## config.mk

```make
export PLATFORM = sky130hd
export DESIGN_NAME = cyclic_relay_countdown_timer_unit_flat
export DESIGN_NICKNAME = d
export VERILOG_FILES = /design/src/design/crct_pkg.sv /design/src/design/crct_if.sv /design/src/design/crct_cfg.sv /design/src/design/crct_step.sv /design/src/design/cyclic_relay_countdown_timer_unit.sv /design/src/flat_wrapper.sv
export VERILOG_INCLUDE_DIRS = /design/src /design/src/design
export SDC_FILE = /design/constraint.sdc
export NUM_CORES = 1
export LEC_CHECK = 0
export BUFFER_PORTS_ARGS = -buffer_cell sky130_fd_sc_hd__buf_4
export CORE_AREA = 10 10 221 223
export DETAILED_ROUTE_END_ITERATION = 8
export DIE_AREA = 0 0 231 233
export PLACE_DENSITY_LB_ADDON = 0.15
export SYNTH_ARGS = -nofsm -noshare
export SYNTH_HDL_FRONTEND = slang
export SYNTH_SLANG_ARGS = --single-unit
```

## constraint.sdc

```tcl
create_clock -name i_clk -period 17.4 [get_ports i_clk]
set_input_delay 0.87 -clock i_clk [delete_from_list [all_inputs] [get_ports i_clk]]
set_output_delay 0.87 -clock i_clk [all_outputs]
set_load 0.02 [all_outputs]
```

## src/design/cyclic_relay_countdown_timer_unit_assert.svh

```systemverilog
// Assertion macros shared by the relay countdown timer RTL.
`ifndef CYCLIC_RELAY_COUNTDOWN_TIMER_UNIT_ASSERT_SVH
`define CYCLIC_RELAY_COUNTDOWN_TIMER_UNIT_ASSERT_SVH

// Check a property on i_clk, ignored while reset is asserted.
`define CRCT_ASSERT(lbl, prop, msg) \
    lbl: assert property (@(posedge i_clk) disable iff (!i_rst_n) prop) else $error(msg);

// Check a property on i_clk, including cycles under reset.
`define CRCT_ASSERT_RST(lbl, prop, msg) \
    lbl: assert property (@(posedge i_clk) prop) else $error(msg);

`endif

```

## src/design/crct_pkg.sv

```systemverilog
// Types, constants and helpers of the relay countdown timer.
`default_nettype none
package crct_pkg;

    localparam int unsigned CfgW       = 8;
    localparam int unsigned CfgIdxW    = 3;
    localparam int unsigned TicksW     = 14;
    localparam int unsigned ElapsedW   = 20;
    localparam int unsigned HoursW     = 8;
    localparam int unsigned MinSecW    = 6;
    localparam int unsigned FragW      = 8;
    localparam int unsigned SettleSteps = 3;

    localparam logic [MinSecW-1:0]  LAST_MIN    = 6'd59;
    localparam logic [ElapsedW-1:0] ELAPSED_MAX = 20'hFFFFF;

    typedef enum logic [CfgIdxW-1:0] {
        CFG_FIRST_ON_MINUTES = 3'd0,
        CFG_ON_MINUTES       = 3'd1,
        CFG_OFF_MINUTES      = 3'd2,
        CFG_TOTAL_HOURS      = 3'd3,
        CFG_REFILL_AMOUNT    = 3'd4,
        CFG_START_FRAGRANCE  = 3'd5
    } t_cfg_idx;

    typedef enum logic [3:0] {
        PH_FIRST_ON = 4'b0001,
        PH_OFF      = 4'b0010,
        PH_ON       = 4'b0100,
        PH_DONE     = 4'b1000
    } t_phase;

    typedef struct packed {
        logic [CfgW-1:0] first_on_minutes;
        logic [CfgW-1:0] on_minutes;
        logic [CfgW-1:0] off_minutes;
        logic [CfgW-1:0] total_hours;
        logic [CfgW-1:0] refill_amount;
        logic [CfgW-1:0] start_fragrance;
    } t_cfg;

    typedef struct packed {
        t_phase              phase;
        logic [TicksW-1:0]   ticks_left;
        logic [ElapsedW-1:0] elapsed;
        logic [HoursW-1:0]   hours;
        logic [MinSecW-1:0]  minutes;
        logic [MinSecW-1:0]  seconds;
        logic [FragW-1:0]    fragrance;
    } t_state;

    typedef struct packed {
        logic restart;
        logic refill_pressed;
    } t_tick;

    // m * 60 as 64m - 4m
    function automatic logic [TicksW-1:0] mins_to_ticks(input logic [CfgW-1:0] m);
        logic [TicksW-1:0] w;
        begin
            w = TicksW'(m);
            return (w << 6) - (w << 2);
        end
    endfunction

    // h * 3600 as 2048h + 1024h + 512h + 16h
    function automatic logic [ElapsedW-1:0] hours_to_secs(input logic [CfgW-1:0] h);
        logic [ElapsedW-1:0] w;
        begin
            w = ElapsedW'(h);
            return (w << 11) + (w << 10) + (w << 9) + (w << 4);
        end
    endfunction

endpackage
`default_nettype wire

```

## src/design/crct_if.sv

```systemverilog
// Handshake channel interfaces: tick items, result items, register writes.
`default_nettype none
interface crct_in_if;
    logic valid;
    logic ready;
    logic restart;
    logic refill_pressed;
    modport source (output valid, output restart, output refill_pressed, input ready);
    modport sink   (input valid, input restart, input refill_pressed, output ready);
endinterface

interface crct_out_if;
    logic                              valid;
    logic                              ready;
    logic                              relay_on;
    logic [crct_pkg::HoursW-1:0]       hours_left;
    logic [crct_pkg::MinSecW-1:0]      minutes_left;
    logic [crct_pkg::MinSecW-1:0]      seconds_left;
    logic [crct_pkg::FragW-1:0]        fragrance_left;
    logic                              fragrance_over;
    logic                              run_done;
    modport source (output valid, output relay_on, output hours_left, output minutes_left,
                    output seconds_left, output fragrance_left, output fragrance_over,
                    output run_done, input ready);
    modport sink   (input valid, input relay_on, input hours_left, input minutes_left,
                    input seconds_left, input fragrance_left, input fragrance_over,
                    input run_done, output ready);
endinterface

interface crct_cfg_if;
    logic                           valid;
    logic                           ready;
    logic [crct_pkg::CfgIdxW-1:0]   index;
    logic [crct_pkg::CfgW-1:0]      data;
    modport source (output valid, output index, output data, input ready);
    modport sink   (input valid, input index, input data, output ready);
endinterface
`default_nettype wire

```

## src/design/crct_cfg.sv

```systemverilog
// Configuration register file of the relay countdown timer.
`default_nettype none
module crct_cfg (
    input  wire logic           i_clk,
    input  wire logic           i_rst_n,
    crct_cfg_if.sink            i_cfg,
    output crct_pkg::t_cfg      o_cfg
);
    crct_pkg::t_cfg r_cfg;
    crct_pkg::t_cfg n_cfg;

    assign i_cfg.ready = 1'b1;
    assign o_cfg       = r_cfg;

    always_comb begin
        n_cfg = r_cfg;
        if (i_cfg.valid) begin
            unique case (i_cfg.index)
                crct_pkg::CFG_FIRST_ON_MINUTES: n_cfg.first_on_minutes = i_cfg.data;
                crct_pkg::CFG_ON_MINUTES:       n_cfg.on_minutes       = i_cfg.data;
                crct_pkg::CFG_OFF_MINUTES:      n_cfg.off_minutes      = i_cfg.data;
                crct_pkg::CFG_TOTAL_HOURS:      n_cfg.total_hours      = i_cfg.data;
                crct_pkg::CFG_REFILL_AMOUNT:    n_cfg.refill_amount    = i_cfg.data;
                crct_pkg::CFG_START_FRAGRANCE:  n_cfg.start_fragrance  = i_cfg.data;
                default:                        n_cfg = r_cfg;
            endcase
        end
    end

    always_ff @(posedge i_clk) begin
        if (!i_rst_n) begin
            r_cfg <= '0;
        end else begin
            r_cfg <= n_cfg;
        end
    end
endmodule
`default_nettype wire

```

## src/design/crct_step.sv

```systemverilog
// Next-state logic for one one-second tick: phase boundaries, countdown, fragrance.
`default_nettype none
module crct_step (
    input  wire crct_pkg::t_cfg    i_cfg,
    input  wire crct_pkg::t_state  i_state,
    input  wire crct_pkg::t_tick   i_tick,
    output crct_pkg::t_state       o_state,
    output logic                   o_relay_on
);
    crct_pkg::t_state s0;
    crct_pkg::t_state s;
    logic             limit_hit;

    always_comb begin
        // restart reloads the run before the tick is handled
        s0 = i_state;
        if (i_tick.restart) begin
            s0.phase      = crct_pkg::PH_FIRST_ON;
            s0.ticks_left = crct_pkg::mins_to_ticks(i_cfg.first_on_minutes);
            s0.elapsed    = '0;
            s0.hours      = i_cfg.total_hours;
            s0.minutes    = '0;
            s0.seconds    = '0;
            s0.fragrance  = i_cfg.start_fragrance;
        end
        limit_hit = s0.elapsed >= crct_pkg::hours_to_secs(i_cfg.total_hours);

        // walk over zero-length phases, at most three boundaries
        s = s0;
        for (int n = 0; n < crct_pkg::SettleSteps; n++) begin
            if (s.phase != crct_pkg::PH_DONE && s.ticks_left == '0) begin
                if (limit_hit) begin
                    s.phase = crct_pkg::PH_DONE;
                end else if (s.phase == crct_pkg::PH_OFF) begin
                    s.phase      = crct_pkg::PH_ON;
                    s.ticks_left = crct_pkg::mins_to_ticks(i_cfg.on_minutes);
                end else begin
                    s.phase      = crct_pkg::PH_OFF;
                    s.ticks_left = crct_pkg::mins_to_ticks(i_cfg.off_minutes);
                end
            end
        end
        // on and off both zero never reach a nonzero phase
        if (s.phase != crct_pkg::PH_DONE && s.ticks_left == '0) begin
            s.phase = crct_pkg::PH_DONE;
        end

        o_relay_on = 1'b0;
        if (s.phase != crct_pkg::PH_DONE) begin
            o_relay_on = s.phase != crct_pkg::PH_OFF;
            if (i_tick.refill_pressed) begin
                s.fragrance = i_cfg.refill_amount;
            end
            // countdown holds at 0:00:00
            if (s.seconds == '0) begin
                if (s.minutes != '0 || s.hours != '0) begin
                    if (s.minutes == '0) begin
                        s.minutes = crct_pkg::LAST_MIN;
                        s.hours   = s.hours - crct_pkg::HoursW'(1);
                        if (s.fragrance != '0) begin
                            s.fragrance = s.fragrance - crct_pkg::FragW'(1);
                        end
                    end else begin
                        s.minutes = s.minutes - crct_pkg::MinSecW'(1);
                    end
                    s.seconds = crct_pkg::LAST_MIN;
                end
            end else begin
                s.seconds = s.seconds - crct_pkg::MinSecW'(1);
            end
            if (s.elapsed != crct_pkg::ELAPSED_MAX) begin
                s.elapsed = s.elapsed + crct_pkg::ElapsedW'(1);
            end
            s.ticks_left = s.ticks_left - crct_pkg::TicksW'(1);
        end
        o_state = s;
    end
endmodule
`default_nettype wire

```

## src/design/cyclic_relay_countdown_timer_unit.sv

```systemverilog
// Relay countdown timer: one tick item in, one status item out per tick.
//
// i_item carries one item per one-second tick: restart (reload the run from the
// initial on phase, then handle this tick) and refill_pressed (reload the
// fragrance counter). o_result returns one item per tick: relay level during
// the tick, the hh:mm:ss countdown, fragrance count and alarm, and run_done.
// i_cfg writes the six 8-bit registers by index; ready is always high. Writes
// take effect at the next restart, refill or phase boundary that uses them.
// A tick is loaded into the input register when it is accepted; the result
// register loads from it once the result side holds no untaken result.
// Throughput: one tick per cycle while the receiver does not stall, set by the
// combinational next-state logic between the input, state and result registers.
// Reset clears the valid flags, state and configuration (payload registers are
// not reset) and puts the run in the initial on phase with the countdown at
// 0:00:00. When the receiver stalls, the result register holds; the input
// register still takes one more tick, then ready drops until the result is taken.
`default_nettype none
`include "cyclic_relay_countdown_timer_unit_assert.svh"
module cyclic_relay_countdown_timer_unit (
    input  wire logic   i_clk,
    input  wire logic   i_rst_n,
    crct_in_if.sink     i_item,
    crct_cfg_if.sink    i_cfg,
    crct_out_if.source  o_result
);
    crct_pkg::t_cfg   w_cfg;
    crct_pkg::t_state r_st;
    crct_pkg::t_state w_next;
    crct_pkg::t_tick  r_s1;
    logic             r_s1_valid;
    logic             r_out_valid;
    logic             w_relay;
    logic             w_out_free;
    logic             w_s1_fire;
    logic             w_in_fire;

    logic                            r_relay_on;
    logic [crct_pkg::HoursW-1:0]     r_hours;
    logic [crct_pkg::MinSecW-1:0]    r_minutes;
    logic [crct_pkg::MinSecW-1:0]    r_seconds;
    logic [crct_pkg::FragW-1:0]      r_fragrance;
    logic                            r_done;

    crct_cfg u_cfg (
        .i_clk   (i_clk),
        .i_rst_n (i_rst_n),
        .i_cfg   (i_cfg),
        .o_cfg   (w_cfg)
    );

    crct_step u_step (
        .i_cfg      (w_cfg),
        .i_state    (r_st),
        .i_tick     (r_s1),
        .o_state    (w_next),
        .o_relay_on (w_relay)
    );

    assign w_out_free   = !r_out_valid || o_result.ready;
    assign w_s1_fire    = r_s1_valid && w_out_free;
    assign i_item.ready = !r_s1_valid || w_out_free;
    assign w_in_fire    = i_item.valid && i_item.ready;

    always_ff @(posedge i_clk) begin
        if (!i_rst_n) begin
            r_s1_valid  <= 1'b0;
            r_out_valid <= 1'b0;
            r_st.phase      <= crct_pkg::PH_FIRST_ON;
            r_st.ticks_left <= '0;
            r_st.elapsed    <= '0;
            r_st.hours      <= '0;
            r_st.minutes    <= '0;
            r_st.seconds    <= '0;
            r_st.fragrance  <= '0;
        end else begin
            if (i_item.ready) begin
                r_s1_valid <= i_item.valid;
            end
            if (w_s1_fire) begin
                r_st        <= w_next;
                r_out_valid <= 1'b1;
            end else if (o_result.ready) begin
                r_out_valid <= 1'b0;
            end
        end
    end

    // payload registers
    always_ff @(posedge i_clk) begin
        if (w_in_fire) begin
            r_s1.restart        <= i_item.restart;
            r_s1.refill_pressed <= i_item.refill_pressed;
        end
        if (w_s1_fire) begin
            r_relay_on  <= w_relay;
            r_hours     <= w_next.hours;
            r_minutes   <= w_next.minutes;
            r_seconds   <= w_next.seconds;
            r_fragrance <= w_next.fragrance;
            r_done      <= w_next.phase == crct_pkg::PH_DONE;
        end
    end

    assign o_result.valid          = r_out_valid;
    assign o_result.relay_on       = r_relay_on;
    assign o_result.hours_left     = r_hours;
    assign o_result.minutes_left   = r_minutes;
    assign o_result.seconds_left   = r_seconds;
    assign o_result.fragrance_left = r_fragrance;
    assign o_result.fragrance_over = r_fragrance == '0;
    assign o_result.run_done       = r_done;

    `CRCT_ASSERT(a_done_sticky, r_st.phase == crct_pkg::PH_DONE && !(w_s1_fire && r_s1.restart) |=> r_st.phase == crct_pkg::PH_DONE, "run left done without restart")
    `CRCT_ASSERT(a_state_hold, !w_s1_fire |=> $stable(r_st), "state moved without a tick")
    `CRCT_ASSERT(a_relay_off_done, r_out_valid |-> !(o_result.relay_on && o_result.run_done), "relay on after run done")
    `CRCT_ASSERT_RST(a_reset_empty, !i_rst_n |=> !r_s1_valid && !r_out_valid, "pipeline not empty after reset")
endmodule
`default_nettype wire

```

## src/flat_wrapper.sv

```systemverilog
// flat-port wrapper written by rule: the top's interface ports become plain ports
module cyclic_relay_countdown_timer_unit_flat 
  (i_clk, i_rst_n, i_item_valid, i_item_restart, i_item_refill_pressed, i_item_ready, i_cfg_valid, i_cfg_index, i_cfg_data, i_cfg_ready, o_result_valid, o_result_relay_on, o_result_hours_left, o_result_minutes_left, o_result_seconds_left, o_result_fragrance_left, o_result_fragrance_over, o_result_run_done, o_result_ready);
  crct_in_if i_item_i ();
  crct_cfg_if i_cfg_i ();
  crct_out_if o_result_i ();
  input  wire logic i_clk;
  input  wire logic i_rst_n;
  input wire logic [$bits(i_item_i.valid)-1:0] i_item_valid;
  input wire logic [$bits(i_item_i.restart)-1:0] i_item_restart;
  input wire logic [$bits(i_item_i.refill_pressed)-1:0] i_item_refill_pressed;
  output wire logic [$bits(i_item_i.ready)-1:0] i_item_ready;
  input wire logic [$bits(i_cfg_i.valid)-1:0] i_cfg_valid;
  input wire logic [$bits(i_cfg_i.index)-1:0] i_cfg_index;
  input wire logic [$bits(i_cfg_i.data)-1:0] i_cfg_data;
  output wire logic [$bits(i_cfg_i.ready)-1:0] i_cfg_ready;
  output wire logic [$bits(o_result_i.valid)-1:0] o_result_valid;
  output wire logic [$bits(o_result_i.relay_on)-1:0] o_result_relay_on;
  output wire logic [$bits(o_result_i.hours_left)-1:0] o_result_hours_left;
  output wire logic [$bits(o_result_i.minutes_left)-1:0] o_result_minutes_left;
  output wire logic [$bits(o_result_i.seconds_left)-1:0] o_result_seconds_left;
  output wire logic [$bits(o_result_i.fragrance_left)-1:0] o_result_fragrance_left;
  output wire logic [$bits(o_result_i.fragrance_over)-1:0] o_result_fragrance_over;
  output wire logic [$bits(o_result_i.run_done)-1:0] o_result_run_done;
  input wire logic [$bits(o_result_i.ready)-1:0] o_result_ready;
  assign i_item_i.valid = i_item_valid;
  assign i_item_i.restart = i_item_restart;
  assign i_item_i.refill_pressed = i_item_refill_pressed;
  assign i_item_ready = i_item_i.ready;
  assign i_cfg_i.valid = i_cfg_valid;
  assign i_cfg_i.index = i_cfg_index;
  assign i_cfg_i.data = i_cfg_data;
  assign i_cfg_ready = i_cfg_i.ready;
  assign o_result_valid = o_result_i.valid;
  assign o_result_relay_on = o_result_i.relay_on;
  assign o_result_hours_left = o_result_i.hours_left;
  assign o_result_minutes_left = o_result_i.minutes_left;
  assign o_result_seconds_left = o_result_i.seconds_left;
  assign o_result_fragrance_left = o_result_i.fragrance_left;
  assign o_result_fragrance_over = o_result_i.fragrance_over;
  assign o_result_run_done = o_result_i.run_done;
  assign o_result_i.ready = o_result_ready;
  cyclic_relay_countdown_timer_unit u_core (.i_clk(i_clk), .i_rst_n(i_rst_n), .i_item(i_item_i), .i_cfg(i_cfg_i), .o_result(o_result_i));
endmodule
```

==> results.md, run 1 <==
- Status: complete, no violations
- Reg clk slew, reported paths: 70 ps
- Starting density of the core: 0.248
- CP endpoint kind: flip-flop
- Ys flop type: dfxtp_1
- Setup violations, final: 0
- H-tree depth: 4
- Number of synthesis warnings: 0
- Most frequent cell on the critical path: inv_1
- Maxcap violations: 0
- Crit path to: u_core.r_st[42]$_SDFFE_PN0P_
- Max clock buf depth: 2
- Post-Synthesis Cells: 1349
- Nets: 1454
- Worst hold slack: 455 ps
- CTS tree: built
- Asr flop ratio synth: 0
- Count of cells resized by post-cts repair: 0
- Via density: 5.09
- Num CTS Buffers: 17
- Number of fillers in the final layout: 4826
- Required time worst endpoint: 17740 ps
- CTS Hold Buffers Added: 0
- FF+latch count, synth: 148
- Reg2reg path depth: 31
- Post-synth EDFFs: 32
- Internal Pwr Total: 742 uW
- Reg power frac: 0.340
- Kind of critical path: flip-flop to flip-flop
- Reg2reg setup slack: 9280 ps
- DIE AREA: 0.0538 mm2
- # diodes: 0
- Max VDD drop: 0.0716 mV
- Root Buffer: clkbuf_16
- Sw power: 462 uW
- Setup Skew: 11.2 ps
- LEAKAGE: 4.70 nW
- Crit path launch: u_core.u_cfg.o_cfg[17]$_SDFFE_PN0P_
- IO Pins: 52
- Met3 track demand over resource: 0.0226
- Final antenna-violating net count: 0
- WL final: 37200 um
- Sw Share: 0.384
- Largest net degree at the start of global routing: 82
- Inst Count DP: 1941
- Drt wl/cell: 18.9 um
- Share of layout cells above drive strength 1: 0.115
- GR Overflow Total: 0
- Setup tns final: 0 ps
- Mapped cell area: 0.0109 mm2
- Chip Width: 231 um
- DRC: 0
- Initial drt markers: 745
- Slowest CP cell: a2111oi_0
- Register area share after synthesis: 0.301
- Finished Layout Cells: 1972
- Clk Latency, worst-skew pair: 450 ps
- Detail Placement HPWL: 27800 um
- Core box area: 0.0441 mm2
- Class of the most critical hold timing path: flip-flop to flip-flop
- Reg2Reg Capture Point: u_core.r_st[42]$_SDFFE_PN0P_
- Clock tree sinks: 148
- Type of origin of the critical path: flip-flop
- Via count: 10035
- CP Data Arrival Time: 8460 ps
- Reg2Reg Launch Point: u_core.u_cfg.o_cfg[17]$_SDFFE_PN0P_
- Period minus WS final: 8120 ps
- IO Port Bufs: 50
- Slew Limit Fails: 0
- M1 GR Usage: 0.184
- Worst Path Max Fanout: 35
- RSZ-0062 raised after global routing: false
- First-pass GRT wire length: 57500 um
- Worst path max stage delay: 680 ps
- Total track usage: 0.137
- Drt first pass iters: 5
- Syn nets: 1435
- Unique masters post-synth: 107
- Final period util: 0.467
- Gp weighted congestion: 0.888
- Combinational share of power: 0.357
- Number of setup buffers added after CTS: 0
- Met2 GRT Util: 0.217
- Area grow syn2layout: 13.5%
- Final setup margin: 9280 ps
- Fmax: 0.123 GHz
- Dpl ws: 9350 ps
- Initial antenna violation count: 0
- Worst Max-Slew Pin Slew: 1050 ps
- Grt peak-use layer: met2
- Rows: 77
- Die Y: 233 um
- Vias in the first global route: 9725
- Power per Cell Area: 97.1 mW/mm2
- Final hold viol count: 0
- Rel. slew slack: 0.296
- Power share of the clock group: 0.303
- Synth Area per Inst: 8.10 um2
power by group through the flow:
stage	sequential, mW	clock [mW]	combinational (mW)
6_report	0.410	0.365	0.430
5_1_grt	0.413	0.388	0.472
4_1_cts	0.410	0.376	0.430
3_5_place_dp	0.417	0	0.428
3_3_place_gp	0.417	0	0.432
2_1_floorplan	0.422	0	0.293
per-stage QoR:
stage	cell area (um2)	power [mW]	utilization
global placement	11800	0.849	0.268
finish	12400	1.20	0.281
CTS	12400	1.22	0.281
global route	12400	1.27	0.281
floorplan	10900	0.715	-
detailed placement	11800	0.845	0.268
flip-flops by register name, summed over array words and instances, names as in the netlist:
register,flops
u_core.o_result.fragrance_left,8
u_core.o_result.hours_left,8
u_core.o_result.minutes_left,6
u_core.o_result.relay_on,1
u_core.o_result.run_done,1
u_core.o_result.seconds_left,6
u_core.o_result.valid,1
u_core.r_s1,2
u_core.r_s1_valid,1
u_core.r_st,66
u_core.u_cfg.o_cfg,48
placed cells by master, fill, tap and decap left out, types with 26 or more instances in the layout:
| cell | instances |
|---|---|
| buf_4 | 63 |
| nor2_1 | 113 |
| inv_1 | 69 |
| o21ai_0 | 60 |
| nand2_1 | 191 |
| dfxtp_1 | 116 |
| nand3_1 | 35 |
| nor3_1 | 36 |
| mux2i_1 | 37 |
| ha_1 | 58 |
| xor2_1 | 26 |
| edfxtp_1 | 32 |
| xnor2_1 | 31 |
| a21oi_1 | 102 |
| nor2b_1 | 30 |
cell usage after synthesis (all sizes together) (32+ instances only):
| cell | instances | share of area |
|---|---|---|
| edfxtp | 32 | 0.088 |
| nor2 | 117 | 0.043 |
| nand2 | 191 | 0.066 |
| inv | 71 | 0.025 |
| clkbuf | 37 | 0.013 |
| a21oi | 104 | 0.048 |
| ha | 58 | 0.066 |
| mux2i | 37 | 0.034 |
| nand3 | 36 | 0.017 |
| nor3 | 42 | 0.024 |
| dfxtp | 116 | 0.21 |
| o21ai | 68 | 0.031 |
critical path: cells and delay by family, from the launching register on:
kind	cells	cell delay (ps)
compound gates	10	2750
xor+xnor	1	140
fa+ha+maj	5	1870
buf+inv	5	640
flops	1	430
simple gates	10	2160
worst min-delay path by stage:
stage / from / endpoint / slack, ps / cells past startpoint
after floorplan: u_core.r_st[50]$_SDFFE_PN0P_ / u_core.r_st[50]$_SDFFE_PN0P_ / 420 / 2
after global placement: u_core.r_st[53]$_SDFFE_PN0P_ / u_core.r_st[53]$_SDFFE_PN0P_ / 440 / 2
after detailed placement: u_core.r_st[53]$_SDFFE_PN0P_ / u_core.r_st[53]$_SDFFE_PN0P_ / 450 / 2
after CTS: u_core.r_st[53]$_SDFFE_PN0P_ / u_core.r_st[53]$_SDFFE_PN0P_ / 460 / 2
after global routing: u_core.u_cfg.o_cfg[10]$_SDFFE_PN0P_ / u_core.u_cfg.o_cfg[10]$_SDFFE_PN0P_ / 480 / 2
final: u_core.r_st[53]$_SDFFE_PN0P_ / u_core.r_st[53]$_SDFFE_PN0P_ / 450 / 2
routing by layer:
metal | wire length, um | vias up
met5 | 0 | -
met4 | 985 | 0
met3 | 1400 | 50
met2 | 16800 | 238
met1 | 18100 | 4806
li1 | - | 4941
cells by family after synthesis:
| group | after synthesis | synth area share |
|---|---|---|
| fa+ha+maj | 68 | 0.0847 |
| mux | 52 | 0.0494 |
| flops | 148 | 0.301 |
| buf+inv | 136 | 0.0528 |
| compound gates | 342 | 0.209 |
| other cells | 1 | 0.000343 |
| simple gates | 545 | 0.258 |
| xor+xnor | 57 | 0.0457 |
area by class of cell:
type | instances | area, um2 | area share
sequential | 148 | 3280 | 0.265
multi-input combinational | 1065 | 7070 | 0.570
clock buffer | 19 | 454 | 0.0366
clock inverter | 12 | 108 | 0.00868
timing repair buffer | 63 | 473 | 0.0381
tap | 592 | 741 | 0.0597
inverter | 73 | 277 | 0.0223
Power figures use the tool's default switching activity.
==> run 2, diff against run 1 <==
Settings changed: ABC_AREA set to 1, CORE_AREA 10 10 221 223 to 10 10 229 231, DIE_AREA 0 0 231 233 to 0 0 239 241.
Clock period 17.4 ns to 6.6 ns, I/O delays scaled along.
==> results.md, run 2 <==
- Dpl ws: -107 ps (-9460 ps)
- Slowest CP cell: fa_1
- Initial drt markers: 689 (-7.5%)
- Share of layout cells above drive strength 1: 0.114 (-0.00134)
- IO Port Bufs: 50 (unchanged)
- Type of origin of the critical path: flip-flop
- Slew Limit Fails: 0 (unchanged)
- Most common cell in the netlist: nand2_1
- Initial antenna violation count: 0 (unchanged)
- Class of the most critical hold timing path: primary input to flip-flop
- Reg area: 0.00328 mm2 (about the same)
- Rel. slew slack: 0.486 (+0.190)
- Unique masters post-synth: 49 (-54%)
- Status: complete, no violations
- Maxcap violations: 0 (unchanged)
- Gp weighted congestion: 0.895 (+0.84%)
- Power per Cell Area: 211 mW/mm2 (+120%)
- Reg2Reg Launch Point: u_core.u_cfg.o_cfg[16]$_SDFFE_PN0P_
- Worst Path Max Fanout: 9 (-74%)
- Final setup margin: 335 ps (-8940 ps)
- Fin util: 0.293 (+0.0115)
- Post-Synthesis Cells: 1948 (+44%)
- Setup tns final: 0 ps (unchanged)
- Clk Latency, worst-skew pair: 470 ps (+20 ps)
- DIE AREA: 0.0576 mm2 (+7.0%)
- IO Pins: 52 (unchanged)
- Most frequent cell on the critical path: nand2_1
- Worst Max-Slew Pin Slew: 771 ps (-277 ps)
- Post-synth top area cell: dfxtp_1
- Required time worst endpoint: 6950 ps (-10790 ps)
- Synth Area per Inst: 6.10 um2 (-25%)
- Setup Skew: 17.2 ps (+5.92 ps)
- Root Buffer: clkbuf_16
- Hold_sp: i_item_restart
- Chip Width: 239 um (+3.5%)
- Drt first pass iters: 5 (unchanged)
- Share of the synthesized area in the top cell type: 0.196 (-0.0170)
- CP endpoint kind: flip-flop
- Fmax: 0.160 GHz (+30%)
- CTS tree: built
- Via count: 12013 (+20%)
- Reg with most FFs: u_core.r_st
- Post-Layout Inst Area: 0.0139 mm2 (+12%)
- Commonest non-fill, non-tap cell in the layout: nand2_1
- Setup violations, final: 0 (unchanged)
- Area of the multi-input gates: 0.00718 mm2 (+1.6%)
- Max VDD drop: 0.197 mV (+170%)
- Number of fillers in the final layout: 5327 (+10%)
- Num CTS Buffers: 17 (unchanged)
- Drt wl/cell: 15.6 um (-17%)
- GR Overflow Total: 0 (unchanged)
- Max clock buf depth: 2 (unchanged)
- H-tree depth: 4 (unchanged)
- Final antenna-violating net count: 0 (unchanged)
- Area grow syn2layout: 17.2%
- Core box area: 0.0475 mm2 (+7.8%)
- Most frequent cells in the layout: nand2_1 (546), inv_1 (299), nor2_1 (215), nand3_1 (147), dfxtp_1 (115)
- Vias in the first global route: 11080 (+14%)
- LEAKAGE: 6.96 nW (+48%)
- Power, Total: 2.93 mW (+140%)
- Ys flop type: dfxtp_1
- RSZ-0062 raised after global routing: true
- Worst path max stage delay: 520 ps (-160 ps)
- DRC: 0 (unchanged)
- Register area share after synthesis: 0.276 (-0.0241)
- Area after DPL: 0.0130 mm2 (+9.4%)
- Die Y: 241 um (+3.4%)
- Nets: 2084 (+43%)
- Syn nets: 2034 (+42%)
- Final period util: 0.949 (+0.483)
- Post-synth top cells: nand2_1 (560), inv_1 (300), nor2_1 (231), nand3_1 (151)
- CP Data Arrival Time: 6620 ps (-1840 ps)
- Starting density of the core: 0.250 (+0.00219)
- Reg clk slew, reported paths: 70 ps (about the same)
- Clock tree sinks: 148 (unchanged)
- Detail Placement HPWL: 29700 um (+7.0%)
- Number of synthesis warnings: 0 (unchanged)
- Via density: 4.57 (-10%)
- WL final: 41000 um (+10%)
- Max FFs per register: 66 (unchanged)
- First-pass GRT wire length: 63500 um (+11%)
- Mapped cell area: 0.0119 mm2 (+8.7%)
- Period minus WS final: 6270 ps (-1860 ps)
- Kind of critical path: flip-flop to flip-flop
- Asr flop ratio synth: 0 (unchanged)
- Total track usage: 0.142 (+0.00530)
- # diodes: 0 (unchanged)
- Post-synth EDFFs: 32 (unchanged)
- Final hold viol count: 0 (unchanged)
- FF+latch count, synth: 148 (unchanged)
- Rows: 80 (+3.9%)
- Largest net degree at the start of global routing: 61 (-26%)
- Top post-synthesis cells by area: dfxtp_1 (20%), nand2_1 (18%), inv_1 (9.5%)
- Crit path launch: u_core.u_cfg.o_cfg[16]$_SDFFE_PN0P_
==> run 2: cell types whose count changed in the layout (fill, tap and decap cells not counted), sizes merged, moves of 24 or more <==
cell,change
nand3,+117
o21ai,+82
nand4,+24
nor2,+124
mux2i,-34
inv,+250
nor2b,-30
buf,+38
xnor2,-28
nand2,+384
==> run 2: final timing paths <==
check / cells past startpoint / slack, ps / end
worst min-delay path: 1 / 50 / u_core.r_s1[1]$_DFFE_PP_
worst max register to register: 44 / 330 / u_core.r_st[5]$_SDFFE_PN0P_
worst min register to register: 2 / 460 / u_core.u_cfg.o_cfg[15]$_SDFFE_PN0P_
worst max-delay path: 44 / 330 / u_core.r_st[5]$_SDFFE_PN0P_
==> run 2: layer usage <==
layer,vias up,global-route usage,wire [um]
met3,31,0.0237,1270
met1,5536,0.189,19900
li1,6259,-,-
met4,0,0.0469,872
met2,187,0.230,18900
met5,-,0,0
==> run 2: layout make-up <==
| cell class | count | area share |
|---|---|---|
| inverters | 317 | 0.0856 |
| multi-input cells | 1411 | 0.516 |
| clock buffers | 17 | 0.0306 |
| well taps | 615 | 0.0553 |
| repair buffers | 103 | 0.0648 |
| flip-flops and latches | 148 | 0.236 |
| clock inverters | 15 | 0.0117 |
==> run 2: report_power, final <==
group | switching [mW] | internal [mW]
Sequential | 0.0278 | 0.988
Clock | 0.493 | 0.536
Combinational | 0.598 | 0.288
Total | 1.12 | 1.81
==> run 2: worst max-delay path: cells and delay by family, from the launching register on <==
family	cells	cell delay, ps
and+or+nand+nor	21	2160
adders and majority gates	5	1870
buffers and inverters	11	960
AOI/OAI and AO/OA	6	680
DFF	1	330
xor gates and xnor gates	1	140
==> run 2: kinds of logic after synthesis <==
family | share of synthesized area
XOR/XNOR | 0.0177
adder cells (fa/ha/maj) | 0.0780
AO/OA/AOI/OAI | 0.114
buffers and inverters | 0.133
multiplexers | 0.00253
other | 0.000316
AND/OR/NAND/NOR | 0.378
flip-flops | 0.276
==> run 2: what timing repair did <==
| action | CTS | global route |
|---|---|---|
| gates resized for setup | 3 | 58 |
| hold buffers | 0 | 0 |
| gates cloned | 0 | 2 |
| pin swaps | 0 | 18 |
| setup buffers | 0 | 15 |
| endpoints found under the setup margin | 12 | 96 |
==> run 2: metrics by stage <==
step	hold WS, ps	std cells
after CTS	26.8	2609
after global routing	22.6	2626
after global placement	452	2577
final	49.7	2626
after floorplan	429	1948
after detailed placement	454	2577
==> run 3, diff against run 2 <==
Settings changed: CORE_AREA 10 10 229 231 to 10 10 160 162, DIE_AREA 0 0 239 241 to 0 0 170 172, GPL_TIMING_DRIVEN set to 0.
==> results.md, run 3 (same netlist as run 2, synthesis figures left out) <==
- Nets: 2150 (+3.2%)
- Inst Count DP: 2283 (-11%)
- Initial drt markers: 1152 (+67%)
- IO Port Bufs: 50 (unchanged)
- Kind of critical path: flip-flop to flip-flop
- Via density: 5.37 (+17%)
- Final period util: 0.983 (+0.0332)
- Starting density of the core: 0.531 (+0.281)
- GR Overflow Total: 0 (unchanged)
- Maxcap violations: 0 (unchanged)
- Reg2reg setup slack: 120 ps (-220 ps)
- Period minus WS final: 6480 ps (+219 ps)
- Core box area: 0.0224 mm2 (-53%)
- Drt first pass iters: 6 (+1)
- CP Data Arrival Time: 6660 ps (+40 ps)
- Reg clk slew, reported paths: 70 ps (about the same)
- Die Y: 172 um (-29%)
- Worst Max-Slew Pin Slew: 973 ps (+202 ps)
- Fmax: 0.154 GHz (-3.4%)
- LEAKAGE: 7.23 nW (+3.9%)
- CP endpoint kind: flip-flop
- Status: complete, no violations
- Reg with most FFs: u_core.r_st
- Power per Cell Area: 204 mW/mm2 (-3.2%)
- Root Buffer: clkbuf_16
- First-pass GRT wire length: 59900 um (-5.8%)
- Final antenna-violating net count: 0 (unchanged)
- Num CTS Buffers: 17 (unchanged)
- Setup Skew: 18.2 ps (+1.05 ps)
- Finished Layout Cells: 2362 (-10%)
- WL final: 38200 um (-6.8%)
- Setup violations, final: 0 (unchanged)
- Worst path max stage delay: 550 ps (+30 ps)
- IO Pins: 52 (unchanged)
- CTS tree: built
- Commonest non-fill, non-tap cell in the layout: nand2_1
- Type of origin of the critical path: flip-flop
- Max VDD drop: 0.175 mV (-11%)
- DRC: 0 (unchanged)
- Slew Limit Fails: 0 (unchanged)
- Fin util: 0.633 (+0.340)
- Area grow syn2layout: 19.2%
- Class of the most critical hold timing path: primary input to flip-flop
- Via count: 12679 (+5.5%)
- Max clock buf depth: 2 (unchanged)
- Clk Latency, worst-skew pair: 440 ps (-30 ps)
- Initial antenna violation count: 0 (unchanged)
- Drt wl/cell: 16.2 um (+3.6%)
- H-tree depth: 4 (unchanged)
- Worst Path Max Fanout: 10 (+1)
- Required time worst endpoint: 6770 ps (-180 ps)
- Vias in the first global route: 11654 (+5.2%)
- Chip Width: 170 um (-29%)
- Clock tree sinks: 148 (unchanged)
- CTS Hold Buffers Added: 0 (unchanged)
- Detail Placement HPWL: 28400 um (-4.7%)
- Total track usage: 0.255 (+0.113)
- Worst hold slack: 69.7 ps (+20.0 ps)
- Rel. slew slack: 0.351 (-0.135)
- Largest net degree at the start of global routing: 40 (-34%)
- Share of layout cells above drive strength 1: 0.139 (+0.0253)
- Gp weighted congestion: 0.956 (+6.8%)
- Final hold viol count: 0 (unchanged)
- RSZ-0062 raised after global routing: true
- Most frequent cells in the layout: nand2_1 (531), inv_1 (296), nor2_1 (210), nand3_1 (142), o21ai_0 (114)
- Slowest CP cell: fa_1
- # diodes: 0 (unchanged)
- Max FFs per register: 66 (unchanged)
- Rows: 55 (-31%)
- DIE AREA: 0.0292 mm2 (-49%)
==> run 3: per-stage QoR <==
step	setup WS, ps	instance area, um2	setup TNS (ps)	power [mW]
final	115	14200	0	2.89
after global routing	-304	14200	-21780	3.05
after CTS	1.34	13400	0	2.81
after detailed placement	-878	12600	-72800	1.85
after global placement	-870	12600	-68710	1.84
after floorplan	550	11900	0	1.63
==> run 3: layout make-up <==
cell class | count | area (um2)
fill | 2155 | 8210
multi-input combinational | 1411 | 7420
clock inverter | 14 | 120
timing repair buffer | 98 | 851
clock buffer | 18 | 450
buffer | 71 | 469
inverter | 317 | 1200
tap | 285 | 357
sequential | 148 | 3290
==> run 3: timing repair <==
action	CTS	global route
pin swaps	9	47
buffers inserted	15	27
gates resized for setup	27	120
gates cloned	0	6
setup endpoints to repair	96	96
==> run 3: metal layers <==
layer  routed length [um]  GRT usage
met4                 1060     0.0877
met2                17800      0.429
met1                17100      0.328
met5                    0          0
met3                 2220     0.0367
==> run 3: worst max-delay path, delay by kind of cell (launching register included) <==
kind / cells / cell delay (ps)
adders and majority gates: 5 / 1930
xor gates and xnor gates: 1 / 140
DFF: 1 / 340
buffers and inverters: 8 / 890
AOI/OAI and AO/OA: 7 / 840
and+or+nand+nor: 19 / 2040
==> run 3: power by group <==
group	switching, mW	total, mW	internal (mW)
clock	0.437	0.951	0.514
sequential	0.0246	1.01	0.988
combinational	0.614	0.924	0.310
total	1.07	2.89	1.81
==> run 3: worst paths after layout <==
kind / start / endpoint / cells past startpoint
setup / recovery: u_core.u_cfg.o_cfg[18]$_SDFFE_PN0P_ / u_core.o_result.fragrance_left[1]$_DFFE_PP_ / 40
hold / removal: i_item_restart / u_core.r_s1[1]$_DFFE_PP_ / 1
setup reg to reg: u_core.u_cfg.o_cfg[18]$_SDFFE_PN0P_ / u_core.o_result.fragrance_left[1]$_DFFE_PP_ / 40
hold reg to reg: u_core.u_cfg.o_cfg[9]$_SDFFE_PN0P_ / u_core.u_cfg.o_cfg[9]$_SDFFE_PN0P_ / 2
